$ cat src/rtl/core/b64d_pkg.sv
`timescale 1ns / 1ps

package b64d_pkg;

    localparam int unsigned CHAR_W   = 8;
    localparam int unsigned SEXTET_W = 6;
    localparam int unsigned ACC_W    = 12;
    localparam int unsigned STATUS_W = 3;

    localparam logic [CHAR_W-1:0] CHAR_PAD = 8'h3D;  // '='

    localparam logic [STATUS_W-1:0] STATUS_OK        = 3'd0;
    localparam logic [STATUS_W-1:0] STATUS_LEN_ERR   = 3'd1;
    localparam logic [STATUS_W-1:0] STATUS_CHAR_ERR  = 3'd2;
    localparam logic [STATUS_W-1:0] STATUS_PAD_ERR   = 3'd3;
    localparam logic [STATUS_W-1:0] STATUS_NO_OUTPUT = 3'd4;

    // one accepted character
    typedef struct packed {
        logic [CHAR_W-1:0] char_in;
        logic              last;
    } b64d_item_t;

    // one result item
    typedef struct packed {
        logic [CHAR_W-1:0]   data_byte;
        logic                byte_valid;
        logic                done_res;
        logic [STATUS_W-1:0] status;
    } b64d_result_t;

    // alphabet lookup: bit 6 set when the character is outside the alphabet
    function automatic logic [SEXTET_W:0] b64d_sextet(input logic [CHAR_W-1:0] ch);
        logic [SEXTET_W:0] v;
        v = 7'h40;
        if (ch >= 8'h41 && ch <= 8'h5A) begin
            v = 7'(ch - 8'h41);
        end
        else if (ch >= 8'h61 && ch <= 8'h7A) begin
            v = 7'(ch - 8'h61 + 8'd26);
        end
        else if (ch >= 8'h30 && ch <= 8'h39) begin
            v = 7'(ch - 8'h30 + 8'd52);
        end
        else if (ch == 8'h2B) begin
            v = 7'd62;
        end
        else if (ch == 8'h2F) begin
            v = 7'd63;
        end
        return v;
    endfunction

endpackage

$ cat src/rtl/core/base64_stream_decoder.sv
`timescale 1ns / 1ps

// channel   | direction | tdata                      | tuser      | tlast
// ----------+-----------+----------------------------+------------+---------
// s_axis    | in        | [7:0] char_in              | -          | last
// m_axis    | out       | [7:0] data_byte,[10:8] status | byte_valid | done_res
//
// one character per cycle sustained while m_axis does not stall; each character passes
// through the input register and its result through the output register
// characters that produce no byte and are not last leave no transfer on m_axis
// rst_n clears the decoder state and both stage valid flags, no clearing pass
// a stall on m_axis holds the output register; the input register keeps taking
// characters that produce no result, and stalls s_axis only on one that does

module base64_stream_decoder
(
    input  logic        clk,
    input  logic        rst_n,
    input  logic        s_axis_tvalid,
    output logic        s_axis_tready,
    input  logic [7:0]  s_axis_tdata,   // [7:0] char_in
    input  logic        s_axis_tlast,   // last
    output logic        m_axis_tvalid,
    input  logic        m_axis_tready,
    output logic [15:0] m_axis_tdata,   // [7:0] data_byte, [10:8] status, rest zero
    output logic        m_axis_tuser,   // byte_valid
    output logic        m_axis_tlast    // done_res
);
    import b64d_pkg::*;

    b64d_item_t   in_item;
    b64d_item_t   item;
    logic         item_valid;
    logic         take;
    logic         load;
    logic         out_free;
    b64d_result_t result;
    b64d_result_t out_result;

    assign in_item.char_in = s_axis_tdata;
    assign in_item.last    = s_axis_tlast;

    b64d_in_stage u_in_stage
    (
        .clk        (clk),
        .rst_n      (rst_n),
        .in_valid   (s_axis_tvalid),
        .in_ready   (s_axis_tready),
        .in_item    (in_item),
        .take       (take),
        .item_valid (item_valid),
        .item       (item)
    );

    // alphabet lookup, bit gathering and end-of-message checks
    b64d_step u_step
    (
        .clk        (clk),
        .rst_n      (rst_n),
        .item_valid (item_valid),
        .item       (item),
        .out_free   (out_free),
        .take       (take),
        .load       (load),
        .result     (result)
    );

    b64d_out_stage u_out_stage
    (
        .clk        (clk),
        .rst_n      (rst_n),
        .load       (load),
        .result     (result),
        .out_free   (out_free),
        .out_valid  (m_axis_tvalid),
        .out_ready  (m_axis_tready),
        .out_result (out_result)
    );

    assign m_axis_tdata = {5'd0, out_result.status, out_result.data_byte};
    assign m_axis_tuser = out_result.byte_valid;
    assign m_axis_tlast = out_result.done_res;

endmodule

$ cat src/rtl/core/b64d_in_stage.sv
`timescale 1ns / 1ps

module b64d_in_stage
(
    input  logic                clk,
    input  logic                rst_n,
    input  logic                in_valid,
    output logic                in_ready,
    input  b64d_pkg::b64d_item_t in_item,
    input  logic                take,
    output logic                item_valid,
    output b64d_pkg::b64d_item_t item
);
    import b64d_pkg::*;

    logic       valid_reg;
    b64d_item_t item_reg;

    // refill when empty or when the held character moves on this cycle
    assign in_ready   = !valid_reg || take;
    assign item_valid = valid_reg;
    assign item       = item_reg;

    always_ff @(posedge clk or negedge rst_n)
    begin
        if (!rst_n)
        begin
            valid_reg <= 1'b0;
        end
        else if (in_ready)
        begin
            valid_reg <= in_valid;
        end
    end

    always_ff @(posedge clk)
    begin
        if (in_ready && in_valid)
        begin
            item_reg <= in_item;
        end
    end

endmodule

$ cat src/rtl/core/b64d_step.sv
`timescale 1ns / 1ps

module b64d_step
(
    input  logic                  clk,
    input  logic                  rst_n,
    input  logic                  item_valid,
    input  b64d_pkg::b64d_item_t  item,
    input  logic                  out_free,
    output logic                  take,
    output logic                  load,
    output b64d_pkg::b64d_result_t result
);
    import b64d_pkg::*;

    logic [ACC_W-1:0] acc_reg, acc_next;
    logic [2:0]       pending_reg, pending_next;
    logic [1:0]       phase_reg, phase_next;
    logic             pad_seen_reg, pad_seen_next;
    logic [1:0]       pad_run_reg, pad_run_next;
    logic             junk_reg, junk_next;
    logic             char_err_reg, char_err_next;
    logic             any_out_reg, any_out_next;

    logic [SEXTET_W:0] sextet;
    logic [3:0]        bits_sum;
    logic              need_result;
    logic              is_pad;

    assign sextet = b64d_sextet(item.char_in);
    assign is_pad = (item.char_in == CHAR_PAD);

    always_comb
    begin
        acc_next      = acc_reg;
        pending_next  = pending_reg;
        phase_next    = phase_reg + 2'd1;
        pad_seen_next = pad_seen_reg;
        pad_run_next  = pad_run_reg;
        junk_next     = junk_reg;
        char_err_next = char_err_reg;
        any_out_next  = any_out_reg;
        bits_sum      = {1'b0, pending_reg} + 4'd6;

        result            = '0;
        result.done_res   = item.last;

        if (pad_seen_reg)
        begin
            if (pad_run_reg != 2'd3)
            begin
                pad_run_next = pad_run_reg + 2'd1;
            end
            if (!is_pad)
            begin
                junk_next = 1'b1;
            end
        end
        else if (is_pad)
        begin
            pad_seen_next = 1'b1;
            pad_run_next  = 2'd1;
        end
        else if (!char_err_reg)
        begin
            if (sextet[SEXTET_W])
            begin
                char_err_next = 1'b1;
            end
            else
            begin
                acc_next = {acc_reg[ACC_W-SEXTET_W-1:0], sextet[SEXTET_W-1:0]};
                if (bits_sum >= 4'd8)
                begin
                    pending_next      = 3'(bits_sum - 4'd8);
                    result.byte_valid = 1'b1;
                    any_out_next      = 1'b1;
                    case (pending_next)
                        3'd0:    result.data_byte = acc_next[7:0];
                        3'd2:    result.data_byte = acc_next[9:2];
                        3'd4:    result.data_byte = acc_next[11:4];
                        default: result.data_byte = acc_next[7:0];
                    endcase
                end
                else
                begin
                    pending_next = bits_sum[2:0];
                end
            end
        end

        if (item.last)
        begin
            // status in priority order, then clear for the next message
            if (phase_next == 2'd1)
            begin
                result.status = STATUS_LEN_ERR;
            end
            else if (char_err_next)
            begin
                result.status = STATUS_CHAR_ERR;
            end
            else if (pad_seen_next && (pad_run_next == 2'd3 || junk_next))
            begin
                result.status = STATUS_PAD_ERR;
            end
            else if (!any_out_next)
            begin
                result.status = STATUS_NO_OUTPUT;
            end
            else
            begin
                result.status = STATUS_OK;
            end
            acc_next      = '0;
            pending_next  = '0;
            phase_next    = '0;
            pad_seen_next = 1'b0;
            pad_run_next  = '0;
            junk_next     = 1'b0;
            char_err_next = 1'b0;
            any_out_next  = 1'b0;
        end
    end

    assign need_result = result.byte_valid || item.last;
    assign take        = item_valid && (!need_result || out_free);
    assign load        = take && need_result;

    always_ff @(posedge clk or negedge rst_n)
    begin
        if (!rst_n)
        begin
            acc_reg      <= '0;
            pending_reg  <= '0;
            phase_reg    <= '0;
            pad_seen_reg <= 1'b0;
            pad_run_reg  <= '0;
            junk_reg     <= 1'b0;
            char_err_reg <= 1'b0;
            any_out_reg  <= 1'b0;
        end
        else if (take)
        begin
            acc_reg      <= acc_next;
            pending_reg  <= pending_next;
            phase_reg    <= phase_next;
            pad_seen_reg <= pad_seen_next;
            pad_run_reg  <= pad_run_next;
            junk_reg     <= junk_next;
            char_err_reg <= char_err_next;
            any_out_reg  <= any_out_next;
        end
    end

endmodule

$ cat src/rtl/core/b64d_out_stage.sv
`timescale 1ns / 1ps

module b64d_out_stage
(
    input  logic                   clk,
    input  logic                   rst_n,
    input  logic                   load,
    input  b64d_pkg::b64d_result_t result,
    output logic                   out_free,
    output logic                   out_valid,
    input  logic                   out_ready,
    output b64d_pkg::b64d_result_t out_result
);
    import b64d_pkg::*;

    logic         valid_reg;
    b64d_result_t result_reg;

    assign out_free   = !valid_reg || out_ready;
    assign out_valid  = valid_reg;
    assign out_result = result_reg;

    always_ff @(posedge clk or negedge rst_n)
    begin
        if (!rst_n)
        begin
            valid_reg <= 1'b0;
        end
        else if (load)
        begin
            valid_reg <= 1'b1;
        end
        else if (out_ready)
        begin
            valid_reg <= 1'b0;
        end
    end

    always_ff @(posedge clk)
    begin
        if (load)
        begin
            result_reg <= result;
        end
    end

endmodule

$ cat config.mk
export PLATFORM = sky130hd
export DESIGN_NAME = base64_stream_decoder
export DESIGN_NICKNAME = d
export VERILOG_FILES = /design/src/rtl/core/b64d_pkg.sv /design/src/rtl/core/base64_stream_decoder.sv /design/src/rtl/core/b64d_in_stage.sv /design/src/rtl/core/b64d_step.sv /design/src/rtl/core/b64d_out_stage.sv
export SDC_FILE = /design/constraint.sdc
export NUM_CORES = 1
export LEC_CHECK = 0
export ABC_AREA = 1
export ABC_CLOCK_PERIOD_IN_PS = 3000
export BUFFER_PORTS_ARGS = -buffer_cell sky130_fd_sc_hd__buf_2
export CORE_ASPECT_RATIO = 2
export CORE_MARGIN = 5
export CORE_UTILIZATION = 49
export DETAILED_ROUTE_END_ITERATION = 10
export PLACE_DENSITY = 0.78
export SLEW_MARGIN = 20
export SYNTH_ARGS = -nofsm -noshare
export SYNTH_HDL_FRONTEND = slang
export SYNTH_HIERARCHICAL = 1
export SYNTH_SLANG_ARGS = --single-unit
$ cat constraint.sdc
create_clock -name clk -period 3 [get_ports clk]
set_input_delay 0.3 -clock clk [delete_from_list [all_inputs] [get_ports clk]]
set_output_delay 0.3 -clock clk [all_outputs]
set_load 0.1 [all_outputs]
* Word level (Yosys, flattened, before mapping) *
Index checks and enable logic that the tools add are counted.

cells by class
  add/subtract/negate cells = 9
  order comparisons = 7
  equal/unequal tests = 12
  multiplexer cells = 50
  bitwise gates (word level) = 2
  reductions and logical operators = 20

operators with widths
  operator                                                                             number
  7-bit 2-to-1 mux                                                                     5
  6-bit 2-to-1 mux                                                                     5
  1-bit 2-to-1 mux                                                                     25
  8-bit by 6-bit == test with 1-bit output, second input constant                      3
  3-bit 2-to-1 mux                                                                     7
  8-bit by 7-bit greater-or-equal comparator with 1-bit output, second input constant  2
  8-bit by 7-bit <= comparator with 1-bit output, second input constant                2
  8-bit case mux with 2 select lines                                                   1
  2-bit 2-to-1 mux                                                                     7
  7-bit subtractor, second input constant                                              2
  2-bit != test, second input constant                                                 5
  8-bit by 6-bit greater-or-equal comparator with 1-bit output, second input constant  1
  8-bit by 6-bit <= comparator with 1-bit output, second input constant                1
  7-bit by 5-bit adder with 7-bit output, second input constant                        1
  7-bit by 6-bit adder with 7-bit output, second input constant                        1
  1-bit logical AND                                                                    7
  7-bit by 6-bit subtractor with 7-bit output, second input constant                   1
  1-bit logical OR                                                                     5
  5-bit AND reduction                                                                  1
  5-bit OR reduction                                                                   1
  2-bit by 1-bit adder with 2-bit output, second input constant                        2
  3-bit by 3-bit adder with 4-bit output, second input constant                        1
  4-bit greater-or-equal comparator, second input constant                             1
  4-bit OR reduction                                                                   1
  9 further kinds                                                                      12

storage, ports and cells
  register bits = 41
  input port bits = 13
  word-level logic and storage cells = 118

* Logic depth before layout (Yosys ltp) *
  word-level depth = 16
  depth in mapped cells = 18

* Modules after synthesis *
Netlist, hierarchy kept.

by module, submodules not included
  module                 instances  cells each  area an instance (µm²)
  b64d_step              1          283         1855.5
  b64d_out_stage         1          18          435.4
  b64d_in_stage          1          15          315.3
  base64_stream_decoder  1          6           41.3

* Worst setup path before layout *
Ideal clock, no wire load.

  path kind = register -> output
  start = register u_in_stage.item_reg (netlist bit u_in_stage/item[3])
  end = output s_axis_tready
  arrival time = 2.575 ns
  required time = 2.700 ns
  path slack = 0.125 ns
  cell stages (with the launch flop) = 15
  cells stage by stage = edfxtp_1 > inv_1 > ha_1 > or2_1 > nand3_1 > nand3_1 > nand2_2 > nand3_4 > nand4_4 > nand2_4 > nand2_8 > nand2_8 > inv_1 > inv_1 > nand2_1

between the ends
  cells in the longest elaborated chain, start to end = 15

RTL lines
  item                                                                                 RTL line                     text
  from (decl)                                                                          b64d_in_stage.sv:17          b64d_item_t item_reg;
  from (signal assigned)                                                               b64d_in_stage.sv:40          item_reg <= in_item;
  branches (longest 8 deep; another with 7-bit by 6-bit subtractor with 7-bit output)  --
  1-bit 2-to-1 mux *                                                                   b64d_step.sv:59              else if (is_pad)
  1-bit 2-to-1 mux *                                                                   b64d_step.sv:48              if (pad_seen_reg)
  1-bit logical OR *                                                                   b64d_step.sv:126             assign need_result = result.byte_valid || item.last;
  1-bit logical NOT *                                                                  b64d_step.sv:127             assign take = item_valid && (!need_result || out_free);
  1-bit logical OR *                                                                   b64d_step.sv:127
  1-bit logical AND *                                                                  b64d_step.sv:127
  named net take                                                                       base64_stream_decoder.sv:34  logic take;
  1-bit logical OR *                                                                   b64d_in_stage.sv:20          assign in_ready = !valid_reg || take;
  to (decl)                                                                            base64_stream_decoder.sv:20  output logic s_axis_tready,

Mark *: on every way through the listed nets, which the timed path passes.

* Final worst setup path *
  start = register u_in_stage.item_reg (netlist bit u_in_stage/item[4])
  end = output s_axis_tready

Same word-level chain as after synthesis.

==> results.cfg <==
[run_status]
outcome = finished clean

[synth]
synth_area_um2 = 2650
synth_cells = 322
synthArstFlopShare_pct = 45.0
yosysUniqueCellTypes = 41
yosysSeqAreaShare_pct = 42.0
synth_top_area_share_pct = 25.0
synth-edff-count = 22
synth_common_cells = nand2_1, inv_1, nor2_1, edfxtp_1, nand3_1
synthTopCellsByArea = edfxtp_1, dfrtp_1, nand2_1
yosys_warnings = 6
yosysTopAreaCell = edfxtp_1
yosysMostFrequentCell = nand2_1
ys_seq_elements = 40
avgSynthCellArea_um2 = 8.22
ys.flop_type = edfxtp_1

[clock_network]
htreeDepth = 2
cts_num_sinks = 40
worst_skew_pair.late_latency_ps = 290
clock_path_buffers = 2
cts_tree = yes
cts_inserted_buffers = 5
clk_pin_slew_ps = 80
cts-root-buf = clkbuf_8

[route]
viasPerCell = 5.39
drt_iter0_markers = 48
ant_nets = 0
post-route-drc-count = 0
drtPass1Iterations = 4
post_drt_wl_per_cell_um = 14.3
drt-total-wl_um = 6160
vias = 2330

[critical_path]
critPathLaunch = u_in_stage/item[4]
endpoint_kind = output port
reg2regPathDepth = 17
cp_max_fo = 8
worstPathArrival_ps = 2570
crit_required_ps = 2700
r2r-start = u_in_stage/item[1]
setup.worst_path.start_class = register
crit_type = reg2out

[power_and_ir_drop]
swShare_pct = 46.4
seq_power_share_pct = 32.6
intPower_mw = 1.28
p_leak_nw = 1.53
power.switching_mw = 1.10
pwr-share-clk_pct = 18.7
ir_drop_v = 0.000676
p_comb_share_pct = 48.6
power.density_nw_per_um2 = 753

[finish]
final_nets = 397
multi_input_area_um2 = 1350
final_cells = 432
n_fill_cell = 461
num_antenna_cells = 0
drive_above_1_share_pct = 26.6
syn2layout_area_growth_pct = 19.2
largest_register_ff_count = 13
seqCellArea_um2 = 1110

[sta]
finalSetupViolCount = 0
timing.final.crit_period_ps = 2870
fin_crit_sh_pct = 95.7
tightest_slew_ps = 561
setup-tns-final_ps = 0
timing_hold_violations_final = 0
slew_viol_final = 0
slew_headroom_pct = 62.6
fin_worst_skew_ps = 6.21
max_freq_ghz = 0.348

[placed_design]
post-place-cells = 408
numPortBuffers = 27
hpwl_um = 4420
place_congestion = 0.953

[run]
max_cap_viol_count = 0

[die]
rows = 38
dieArea_um2 = 7060
die_y_um = 114
initial_utilization_pct = 49.7
die_w_um = 62.0
pin_count = 33
coreArea_um2 = 5330

[grt]
antenna_found_initial = 0
grt_usage_pct = 17.8
grt_pass1_wl_um = 9600
grt_overflow = 0
grt_max_degree = 19
grt_pass1_vias = 2269

[min_path]
hp-start = s_axis_tdata[5]
hold_class = in2reg
whs_path_depth = 1
critical path, cell delays in order, from the launching register on:
cell      delay [ps]
edfxtp_1         550
ha_4             250
or2_4            260
nand3_4           80
nand2_4           80
nand2_4           80
nand2_2           80
nand3_4          100
nand4_4          120
nand2_4          120
nand2_8           80
nand2_8           70
inv_2             70
inv_2             60
nand2_2           70
buf_12           200
per-layer routing:
layer / vias up / track usage [%] / share of wire, %
li1: 1144 / - / -
met5: - / 0 / 0
met4: 0 / 10.6 / 4.1
met1: 1085 / 18.6 / 35
met3: 22 / 4.19 / 5.8
met2: 79 / 30.3 / 55
final timing paths:
path	endpoint	slack (ps)
max	s_axis_tready	130
min	u_in_stage/item[6]	180
max reg2reg	u_in_stage/item[7]	420
min reg2reg	u_step/acc_reg[5]	490
max in group asynchronous	u_step/junk_reg	2260
min in group asynchronous	u_step/acc_reg[5]	460
final cells by class:
class | instances | area share, %
Multi-Input combinational cell | 231 | 42.8
Sequential cell | 40 | 35.2
Timing Repair Buffer | 51 | 10.9
Inverter | 42 | 5.03
Tap cell | 60 | 2.38
Clock buffer | 5 | 2.18
Clock inverter | 3 | 1.47
power groups by stage:
stage	combinational (mW)	sequential [mW]	clock (mW)
finish	1.16	0.776	0.445
global route	1.27	0.789	0.482
global placement	1.07	0.783	0
floorplan	0.617	1.06	0
detailed placement	1.09	0.786	0
CTS	1.11	0.774	0.452
cells in the final DEF (no fill, tap or decap), types with 3 or more instances in the layout:
| master | n |
|---|---|
| nand2_1 | 78 |
| o21ai_0 | 13 |
| clkbuf_8 | 5 |
| inv_2 | 7 |
| a21oi_1 | 14 |
| nand2_4 | 4 |
| edfxtp_1 | 22 |
| xor2_1 | 4 |
| buf_4 | 22 |
| inv_1 | 32 |
| buf_2 | 26 |
| conb_1 | 5 |
| xnor2_1 | 3 |
| o21ai_1 | 3 |
| nand4_1 | 10 |
| nor2_1 | 27 |
| ha_1 | 10 |
| dfrtp_1 | 18 |
| nor2_2 | 3 |
| nand3_1 | 18 |
| nand2_2 | 12 |
kinds of logic (layout without fill, tap and decap cells):
group	count (synthesis)	in the layout	synth area share (%)
compound gates	42	42	9.22
xor+xnor	7	7	2.32
simple gates	164	164	30.3
other cells	1	5	0.142
fa+ha+maj	13	13	6.14
flops	40	40	42.0
buf+inv	55	101	9.92
through the flow:
step	hold WS, ps	area (um2)	util (%)	setup slack (ps)	power (mW)
after floorplan	4.41	2660	-	125	1.68
after global placement	245	2860	53.6	317	1.85
after detailed placement	242	2860	53.6	227	1.88
after CTS	178	3000	56.4	8.19	2.33
after global routing	162	3160	59.3	-22.7	2.54
final	180	3160	59.3	128	2.38
timing repair:
| item | CTS | global route |
|---|---|---|
| hold endpoints to repair | 18 | 0 |
| setup buffers | 2 | 13 |
| endpoints found under the setup margin | 1 | 1 |
| gates resized for setup | 3 | 16 |
| pin swaps | 0 | 10 |
| hold buffers | 1 | 0 |
No activity file was read; power rests on OpenSTA's default activity.
